[config.mk]
export PLATFORM = sky130hd
export DESIGN_NAME = swdi_cell
export DESIGN_NICKNAME = d
export VERILOG_FILES = /design/src/swdi_pkg.sv /design/src/swdi_cell.sv
export SDC_FILE = /design/constraint.sdc
export NUM_CORES = 1
export LEC_CHECK = 0
export BUFFER_PORTS_ARGS = -buffer_cell sky130_fd_sc_hd__buf_2
export CORE_ASPECT_RATIO = 0.6
export CORE_MARGIN = 8
export CORE_UTILIZATION = 47
export DETAILED_ROUTE_END_ITERATION = 12
export HOLD_SLACK_MARGIN = 0.1
export PLACE_DENSITY_LB_ADDON = 0.1
export SKIP_CTS_REPAIR_TIMING = 1
export SYNTH_ARGS = -nofsm -noshare
export SYNTH_HDL_FRONTEND = slang
export SYNTH_SLANG_ARGS = --single-unit
[constraint.sdc]
create_clock -name aclk -period 2.8 [get_ports aclk]
set_input_delay 0 -clock aclk [delete_from_list [all_inputs] [get_ports aclk]]
set_output_delay 0 -clock aclk [all_outputs]
set_load 0.02 [all_outputs]
[src/swdi_pkg.sv]
// ----------------------------------------------------------------------------
// swdi_pkg: shared types and codes for the sorted word set
// Entry, request, control and flag types used by the cell row and top level.
// ----------------------------------------------------------------------------
`default_nettype none

package swdi_pkg;

    localparam int CAPACITY_DEF  = 64;
    localparam int MAX_CHARS_DEF = 8;

    // request codes
    localparam logic [1:0] REQ_ADD       = 2'd0;
    localparam logic [1:0] REQ_SET_TILE  = 2'd1;
    localparam logic [1:0] REQ_QUERY_INS = 2'd2;
    localparam logic [1:0] REQ_QUERY_POS = 2'd3;

    // result status codes
    localparam logic [1:0] ST_OK    = 2'd0;
    localparam logic [1:0] ST_DUP   = 2'd1;
    localparam logic [1:0] ST_FULL  = 2'd2;
    localparam logic [1:0] ST_RANGE = 2'd3;

    localparam logic [4:0] TILE_NONE = 5'h1F;

    typedef struct packed {
        logic [63:0] key;
        logic [5:0]  ins;
        logic [4:0]  row;
        logic [4:0]  col;
    } entry_t;

    typedef struct packed {
        logic [1:0]  req_type;
        logic [63:0] key;
        logic [5:0]  idx;
        logic [3:0]  row;
        logic [3:0]  col;
    } req_t;

    typedef struct packed {
        logic commit;
        logic add;
        logic set_tile;
    } ctrl_t;

    typedef struct packed {
        logic valid;
        logic lt;
        logic eq;
        logic hit;
    } flags_t;

endpackage

`default_nettype wire

[src/swdi_cell.sv]
// ----------------------------------------------------------------------------
// swdi_cell: one slot of the sorted table
// Holds one entry, registers its compare flags, shifts right on insert.
// ----------------------------------------------------------------------------
`default_nettype none

module swdi_cell #(
    parameter int CELL_IDX = 0,
    parameter int CNT_W    = 7
) (
    input  wire logic             aclk,
    input  wire swdi_pkg::req_t   req,
    input  wire logic [CNT_W-1:0] count,
    input  wire logic             match_en,
    input  wire swdi_pkg::ctrl_t  ctrl,
    input  wire logic             sel,
    input  wire swdi_pkg::entry_t left_entry,
    input  wire swdi_pkg::flags_t left_flags,
    output swdi_pkg::entry_t      entry,
    output swdi_pkg::flags_t      flags
);
    import swdi_pkg::*;

    entry_t entry_reg, entry_next;
    flags_t flags_reg, flags_next;

    always_comb begin
        flags_next.valid = 32'(CELL_IDX) < 32'(count);
        flags_next.lt    = flags_next.valid && (entry_reg.key < req.key);
        flags_next.eq    = flags_next.valid && (entry_reg.key == req.key);
        if (req.req_type == REQ_QUERY_POS) begin
            flags_next.hit = 32'(CELL_IDX) == 32'(req.idx);
        end else begin
            flags_next.hit = flags_next.valid && (entry_reg.ins == req.idx);
        end
    end

    always_comb begin
        entry_next = entry_reg;
        if (ctrl.commit && ctrl.add) begin
            if (sel) begin
                entry_next.key = req.key;
                entry_next.ins = 6'(count);
                entry_next.row = TILE_NONE;
                entry_next.col = TILE_NONE;
            end else if (left_flags.valid && !left_flags.lt) begin
                // left neighbour sorts after the new key: move it up one slot
                entry_next = left_entry;
            end
        end
        if (ctrl.commit && ctrl.set_tile && sel) begin
            entry_next.row = {1'b0, req.row};
            entry_next.col = {1'b0, req.col};
        end
    end

    always_ff @(posedge aclk) begin
        entry_reg <= entry_next;
        if (match_en) begin
            flags_reg <= flags_next;
        end
    end

    assign entry = entry_reg;
    assign flags = flags_reg;

endmodule

`default_nettype wire

==> impl_metrics.json, run 1 <==
{
  "status": "finished clean",
  "synth_area_um2": 5330,
  "crit_buf_inv": 0,
  "p_leak_nw": 4.05,
  "synthAdderAreaFrac_pct": 15.0,
  "first_iter_violations": 181,
  "fmax_ghz": 0.457,
  "crit_fanout": 3,
  "final_common_cell": "buf_2",
  "reg2regPathDepth": 7,
  "wl_um": 17900,
  "cts_root_buf": "clkbuf_16",
  "layout_min_cycle_time_ns": 2.19,
  "yosysSeqAreaShare_pct": 46.9,
  "grt-ovfl-total": 0,
  "syn_inst": 450,
  "grt_pass1_vias": 4825,
  "cp.depth": 7,
  "dieHeight_um": 98.5,
  "place.gp.congestion": 0.803,
  "viasPerCell": 5.03,
  "setup_violations": 0,
  "seq_power_share_pct": 43.1,
  "grt_max_degree": 41,
  "row_count": 30,
  "start_kind": "register",
  "drv_cap": 0,
  "slowest_stage": "nor4_1",
  "start_util_pct": 47.7,
  "synthTopCellsByArea": "edfxtp_1 46%, ha_1 15%, mux2_2 15%",
  "hold_path_depth": 2,
  "yosysWarnings": 0,
  "drive_above_1_share_pct": 40.3,
  "dieArea_um2": 15100,
  "crit_path_end_kind": "register",
  "clkPwrFrac_pct": 29.6,
  "synth-xor-area-share_pct": 0.985,
  "placed_cell_area_um2": 6780,
  "netSwitchingFraction_pct": 27.1,
  "avgSynthCellArea_um2": 11.9,
  "synth_compound_area_share_pct": 8.28,
  "nNetsFinal": 1108,
  "synth.mux.area_fraction_pct": 15.0,
  "dp.cells": 844,
  "cp_top_family": "simple AND/OR/NAND/NOR gates",
  "grt_setup_unrepaired": "no",
  "grt_pass1_wl_um": 24400,
  "io_buffers": 258,
  "r2r_end": "flags[2]",
  "internal_power_mw": 2.59,
  "fin_skew_ns": 0.00938,
  "ys_seq_elements": 84,
  "cp_cell_sequence": "ha_1 > nand4_1 > nor4_1 > a21boi_0 > a211oi_2 > o21ai_2 > nor4bb_2",
  "route.vias.total": 5106,
  "yosysTopAreaCellShare_pct": 46.2,
  "cts_max_level": 3,
  "reg2reg_slack_ns": 0.61,
  "layout_common_cells": "257 x buf_2, 156 x dlygate4sd3_1, 82 x edfxtp_1",
  "syn_nets": 691,
  "synth_area_leader_cell": "edfxtp_1",
  "power_density_nw_per_um2": 413,
  "largest_reg_flops": 80,
  "fp.coreArea_um2": 11200,
  "clkTransAtPathRegs_ns": 0.06,
  "stdcell_count": 1015,
  "combPwrFrac_pct": 27.3,
  "setup_tns_ns": 0,
  "area_growth_pct": 61.2,
  "routedWlPerCell_um": 17.7,
  "clock_sinks": 84,
  "hold_viol": 0,
  "startpoint": "entry[31]",
  "post-route-cell-area_um2": 8600,
  "ys_async_sr_fraction_pct": 0,
  "grt_usage_pct": 19.8,
  "finalCritPeriodShare_pct": 78.1,
  "hold-worst-slack_ns": 0.0960,
  "dr.pass1.iters": 4,
  "drc": 0,
  "fillers": 765,
  "synth.lib_cells_used.distinct": 43,
  "worstSkewPairLatency_ns": 0.33,
  "cp_data_arrival_time_ns": 2.26,
  "drv_slew": 0,
  "synth-simple-area-share_pct": 8.02,
  "worstSetupPathType": "register to register",
  "pin_count": 261,
  "worst_pin_slew_ns": 0.617,
  "min_path_type": "input pin to register",
  "drtAntennaViolNets": 0,
  "cts_buffer_depth": 2,
  "synth_edf_count": 82,
  "dp_hpwl_um": 12600,
  "synth_top_family_by_area": "adder cells",
  "endpoint": "flags[2]",
  "cp.required_ns": 2.88,
  "die_w_um": 154,
  "antenna_found_initial": 1,
  "cts_tree": "yes",
  "max_stage_delay_ns": 0.46,
  "slew_headroom_pct": 58.3,
  "p_switching_mw": 0.963,
  "ir_worst_vdd_v": 0.000296,
  "synth_ff_type": "edfxtp_1",
  "tritoncts.num_buffers": 9,
  "reg2reg_from": "entry[31]"
}
## cells by family (layout without fill, tap and decap cells)
family / Yosys count / in the layout
AOI/OAI and AO/OA: 67 / 67
xor gates and xnor gates: 6 / 6
adders and majority gates: 64 / 64
buffers and inverters: 80 / 500
DFF: 84 / 84
muxes: 71 / 71
other: 0 / 1
and+or+nand+nor: 78 / 78
## per-stage QoR
stage | utilization (%) | setup WS, ns | total power, mW
2_1_floorplan | - | 0.570 | 1.99
3_3_place_gp | 60.6 | 0.761 | 2.28
3_5_place_dp | 60.6 | 0.658 | 2.30
4_1_cts | 62.9 | 0.623 | 3.35
5_1_grt | 76.8 | 0.419 | 3.71
6_report | 76.8 | 0.613 | 3.55
## power groups by stage
stage          clock network [mW]  logic (mW)  registers [mW]
5_1_grt                      1.11        1.06            1.54
3_5_place_dp                    0       0.747            1.56
2_1_floorplan                   0       0.332            1.66
3_3_place_gp                    0       0.732            1.55
4_1_cts                      1.07       0.751            1.53
6_report                     1.05       0.968            1.53
## metal layers
| layer | wire [um] | global-route usage, % |
|---|---|---|
| met1 | 7200 | 23.4 |
| met3 | 1610 | 7.51 |
| met2 | 8790 | 33.4 |
| met5 | 0 | 0 |
| met4 | 327 | 5.39 |
## how the worst min path moves through the flow
stage	from	slack, ns	end
floorplan	match_en	0.11	flags[0]
global placement	left_entry[4]	0.23	entry[4]
detailed placement	left_entry[4]	0.25	entry[4]
CTS	left_entry[4]	-0.09	entry[4]
global route	req[8]	0.11	flags[0]
finish	req[8]	0.1	flags[0]
## cell type report
| class | instances | area, um2 | share of cell area [%] |
|---|---|---|---|
| diodes | 1 | 2.50 | 0.0291 |
| inverters | 68 | 255 | 2.97 |
| well taps | 144 | 180 | 2.10 |
| clock buffers | 11 | 233 | 2.71 |
| multi-input cells | 286 | 2520 | 29.3 |
| flip-flops and latches | 84 | 2500 | 29.1 |
| repair buffers | 418 | 2890 | 33.6 |
| clock inverters | 3 | 16.3 | 0.189 |
## cell usage after synthesis, types with 2 or more instances
cell,n
nand2_1,20
nor2b_1,12
o21ai_0,7
ha_1,64
dfxtp_1,2
edfxtp_1,82
a211oi_2,2
o211ai_1,2
a21oi_1,24
nand3_1,12
nor4_1,3
a211oi_1,3
or4_1,2
a21boi_0,2
nand4_1,9
inv_1,68
xor2_1,2
nor3_1,6
a21o_1,9
a22oi_1,7
xnor2_1,4
buf_2,8
mux2_2,70
clkbuf_1,4
o21ai_1,2
nor2_1,7
No activity file was read; power rests on OpenSTA's default activity.
==> inputs of run 2 (changes only) <==
--- a/config.mk
+++ b/config.mk
@@ -8,7 +8,7 @@
 export BUFFER_PORTS_ARGS = -buffer_cell sky130_fd_sc_hd__buf_2
 export CORE_ASPECT_RATIO = 0.6
 export CORE_MARGIN = 8
-export CORE_UTILIZATION = 47
+export CORE_UTILIZATION = 42
 export DETAILED_ROUTE_END_ITERATION = 12
 export HOLD_SLACK_MARGIN = 0.1
 export PLACE_DENSITY_LB_ADDON = 0.1
==> constraint.sdc (replaced) <==
create_clock -name aclk -period 2 [get_ports aclk]
set_input_delay 0 -clock aclk [delete_from_list [all_inputs] [get_ports aclk]]
set_output_delay 0 -clock aclk [all_outputs]
set_load 0.02 [all_outputs]
==> impl_metrics.json, run 2 (synthesized netlist as in run 1, its figures left out) <==
{
  "status": "finished, violations left",
  "violations": "negative setup slack",
  "route.vias.total": 5011,
  "ir_worst_vdd_v": 0.000455,
  "min_path_type": "input pin to register",
  "dr.pass1.iters": 5,
  "worst_pin_slew_ns": 0.686,
  "cp_data_arrival_time_ns": 2.19,
  "reg2reg_slack_ns": -0.03,
  "cts_max_level": 3,
  "start_util_pct": 42.3,
  "drc": 0,
  "dieArea_um2": 16700,
  "worstSkewPairLatency_ns": 0.33,
  "p_leak_nw": 4.09,
  "layout_setup_ws_ns": -0.0286,
  "p_total_mw": 5.02,
  "slew_headroom_pct": 54.2,
  "clock_sinks": 84,
  "final_common_cell": "buf_2",
  "tritoncts.num_buffers": 9,
  "drtAntennaViolNets": 0,
  "finalCritPeriodShare_pct": 101,
  "drv_slew": 0,
  "largest_reg_flops": 80,
  "num_antenna_cells": 0,
  "r2r_end": "flags[2]",
  "hold-worst-slack_ns": 0.0552,
  "pin_count": 261,
  "die_w_um": 161,
  "crit_path_end_kind": "register",
  "dp_hpwl_um": 12500,
  "hold_path_depth": 3,
  "fin_skew_ns": 0.00512,
  "routedWlPerCell_um": 17.0,
  "viasPerCell": 4.79,
  "setup_violations": 1,
  "final_util_pct": 69.9,
  "reg2reg_from": "entry[52]",
  "grt-ovfl-total": 0,
  "drive_above_1_share_pct": 42.3,
  "wl_um": 17800,
  "power_density_nw_per_um2": 570,
  "p_switching_mw": 1.38,
  "hold_viol": 0,
  "grt_usage_pct": 18.0,
  "grt_setup_unrepaired": "yes",
  "hp-start": "left_entry[5]",
  "fp.coreArea_um2": 12600,
  "combPwrFrac_pct": 27.5,
  "netSwitchingFraction_pct": 27.5,
  "post-place-ws_ns": -0.174,
  "cts_tree": "yes",
  "internal_power_mw": 3.64,
  "cts_root_buf": "clkbuf_16",
  "drv_cap": 0,
  "grt_pass1_wl_um": 23700,
  "worstSetupPathType": "register to register",
  "dieHeight_um": 103,
  "setup_tns_ns": -0.0286,
  "crit_fanout": 2,
  "cp.required_ns": 2.16,
  "grt_pass1_vias": 4656,
  "reg2regPathDepth": 7,
  "seq_power_share_pct": 42.7,
  "clkPwrFrac_pct": 29.7,
  "grt_max_degree": 83,
  "first_iter_violations": 248,
  "antenna_found_initial": 1,
  "fillers": 953,
  "clkTransAtPathRegs_ns": 0.06,
  "io_buffers": 258,
  "hold_end": "entry[5]",
  "fmax_ghz": 0.493,
  "area_growth_pct": 65.3,
  "layout_common_cells": "257 x buf_2, 155 x dlygate4sd3_1, 82 x edfxtp_1",
  "place.gp.congestion": 0.810,
  "layout_min_cycle_time_ns": 2.03,
  "cts_buffer_depth": 2,
  "nNetsFinal": 1113,
  "row_count": 32,
  "start_kind": "register"
}
-- run 2: changes by cell type in the layout (fill, tap and decap cells not counted), moves of 3 or more --
| cell | delta |
|---|---|
| buf_4 | +5 |
| ha_1 | -7 |
| ha_4 | +7 |
| o21ai_0 | -3 |
| o21ai_1 | +3 |
-- run 2: worst max path at each step --
stage / depth (start not counted) / startpoint / slack (ns) / endpoint
after floorplan: 3 / sel / -0.03 / entry[10]
after global placement: 7 / entry[59] / 0.01 / flags[2]
after detailed placement: 7 / entry[31] / -0.17 / flags[2]
after CTS: 7 / entry[31] / -0.20 / flags[2]
after global routing: 7 / entry[53] / -0.17 / flags[2]
final: 7 / entry[52] / -0.03 / flags[2]
-- run 2: final cells by class --
cell class	count	area [um2]	area share, %
timing repair buffer	423	2930	33.3
multi-input combinational	286	2650	30.1
sequential	84	2500	28.4
inverter	68	259	2.94
clock buffer	9	225	2.55
tap	170	213	2.41
clock inverter	7	33.8	0.383
-- run 2: power by group through the flow --
stage	combinational, mW	sequential, mW	clock [mW]
floorplan	0.470	2.32	0
global placement	1.04	2.17	0
detailed placement	1.05	2.18	0
CTS	1.06	2.14	1.54
global route	1.52	2.16	1.59
finish	1.38	2.15	1.49
-- run 2: through the flow --
step	instance area, um2	cells
global placement	6850	871
global route	8820	1047
detailed placement	6850	871
finish	8820	1047
floorplan	5360	450
CTS	7110	887
-- run 2: layer usage --
layer  vias up  part of all wire, %  global-route usage (%)
met5         -                0.073                       0
met4         2                  1.0                    4.46
met3        17                  9.1                    7.79
met2       175                   49                    30.0
met1      2317                   40                    21.2
li1       2500                    -                       -
-- run 2: worst max-delay path, cell delays in order (launching register included) --
cell and delay [ns]:
edfxtp_1 0.39, ha_1 0.30, nand4_1 0.13, inv_1 0.06
a221o_1 0.34, a211oi_2 0.25, o21ai_2 0.10, nor4bb_4 0.28
==> inputs of run 3 (changes only) <==
--- a/config.mk
+++ b/config.mk
@@ -11,8 +11,9 @@
 export CORE_UTILIZATION = 42
 export DETAILED_ROUTE_END_ITERATION = 12
 export HOLD_SLACK_MARGIN = 0.1
-export PLACE_DENSITY_LB_ADDON = 0.1
+export PLACE_DENSITY = 0.76
 export SKIP_CTS_REPAIR_TIMING = 1
+export SKIP_LAST_GASP = 1
 export SYNTH_ARGS = -nofsm -noshare
 export SYNTH_HDL_FRONTEND = slang
 export SYNTH_SLANG_ARGS = --single-unit
==> impl_metrics.json, run 3 (synthesized netlist as in run 1, its figures left out) <==
{
  "cts_tree": "yes",
  "grt_usage_pct": 18.6,
  "slew_headroom_pct": 53.6,
  "antenna_found_initial": 1,
  "setup_violations": 2,
  "pin_count": 261,
  "grt_pass1_vias": 4936,
  "worstSkewPairLatency_ns": 0.33,
  "clkTransAtPathRegs_ns": 0.06,
  "p_total_mw": 5.44,
  "die_w_um": 161,
  "area_growth_pct": 67.1,
  "largest_reg_flops": 80,
  "final_util_pct": 70.7,
  "layout_common_cells": "257 x buf_2, 152 x dlygate4sd3_1, 82 x edfxtp_1",
  "fp.coreArea_um2": 12600,
  "dieArea_um2": 16700,
  "wl_um": 19200,
  "grt-ovfl-total": 0,
  "crit_path_end_kind": "register",
  "route.vias.total": 5248,
  "fmax_ghz": 0.480,
  "drv_cap": 0,
  "routedWlPerCell_um": 18.2,
  "drive_above_1_share_pct": 43.1,
  "top_layer": "met4",
  "cts_buffer_depth": 2,
  "layout_min_cycle_time_ns": 2.08,
  "final_common_cell": "buf_2",
  "dr.pass1.iters": 4,
  "dieHeight_um": 103,
  "grt_setup_unrepaired": "yes",
  "grt_pass1_wl_um": 24600,
  "finalCritPeriodShare_pct": 104,
  "tritoncts.num_buffers": 9,
  "place.gp.congestion": 0.873,
  "first_iter_violations": 312,
  "ir_worst_vdd_v": 0.000399,
  "drv_slew": 0,
  "cp.required_ns": 2.08,
  "drtAntennaViolNets": 0,
  "max_stage_delay_ns": 0.40,
  "reg2reg_slack_ns": -0.08,
  "layout_setup_ws_ns": -0.0831,
  "crit_fanout": 2,
  "cts_root_buf": "clkbuf_16",
  "p_leak_nw": 4.14,
  "hp-start": "ctrl[2]",
  "status": "finished, violations left",
  "drc": 0,
  "routed-wl-met3_um": 2060,
  "stdcell_count": 1054,
  "grt_max_degree": 83,
  "violations": "negative setup slack",
  "nNetsFinal": 1120,
  "start_util_pct": 42.3,
  "worstSetupPathType": "register to register",
  "hold-worst-slack_ns": 0.0973,
  "hold_viol": 0,
  "io_buffers": 258,
  "viasPerCell": 4.98,
  "wl_met1_um": 7420,
  "cts_max_level": 3,
  "r2r_end": "flags[2]",
  "min_path_type": "input pin to register",
  "dp_hpwl_um": 13400,
  "worst_pin_slew_ns": 0.696,
  "power_density_nw_per_um2": 610,
  "cp_data_arrival_time_ns": 2.16,
  "cp_cell_sequence": "ha_1 > nand4_1 > nor4_2 > a21boi_2 > a211oi_2 > buf_4 > o21ai_2 > nor4bb_2",
  "reg2regPathDepth": 8,
  "fin_skew_ns": 0.00706,
  "dp.cells": 882,
  "slowest_stage": "edfxtp_1",
  "route.met2.wl_um": 9350,
  "row_count": 32,
  "start_kind": "register",
  "hold_end": "entry[7]",
  "reg2reg_from": "entry[26]",
  "hold_path_depth": 2,
  "clock_sinks": 84
}
-- run 3: worst max-delay path, delay by kind of cell, from the launching register on --
family	cells	cell delay (ns)
simple gates	3	0.54
compound gates	3	0.42
fa+ha+maj	1	0.32
flops	1	0.40
buf+inv	1	0.15
-- run 3: report_power, final --
part           total [mW]  switching (mW)  internal, mW
sequential           2.15          0.0675          2.08
clock                1.87           0.662          1.21
combinational        1.42           0.668         0.750
total                5.44            1.40          4.04
-- run 3: routing by layer --
metal | vias up | GRT usage [%]
met5 | - | 0
met3 | 34 | 8.46
met2 | 238 | 32.1
met1 | 2472 | 21.1
met4 | 0 | 4.03
li1 | 2504 | -
-- run 3: through the flow --
stage               setup WS, ns  TNS (ns)  cell area [um2]
detailed placement        -0.212    -0.332             6930
CTS                       -0.238    -0.379             7260
global placement          -0.126    -0.222             6930
floorplan                -0.0252     -1.76             5360
finish                   -0.0831    -0.131             8910
global route              -0.219    -0.393             8910
-- run 3: worst max-delay path by stage --
stage | slack, ns | from | depth (start not counted) | to
final | -0.08 | entry[26] | 8 | flags[2]
after global routing | -0.22 | entry[27] | 8 | flags[2]
after CTS | -0.24 | entry[31] | 8 | flags[2]
after detailed placement | -0.21 | entry[31] | 8 | flags[2]
after global placement | -0.13 | entry[59] | 7 | flags[2]
after floorplan | -0.03 | sel | 3 | entry[10]
-- run 3: layout make-up --
cell class                      instances  area, um2
Tap cell                              170        213
Multi-Input combinational cell        286       2630
Antenna cell                            1       2.50
Timing Repair Buffer                  430       2980
Sequential cell                        84       2500
Inverter                               68        259
Fill cell                             890       3700
Clock inverter                          5        101
Clock buffer                           10        229
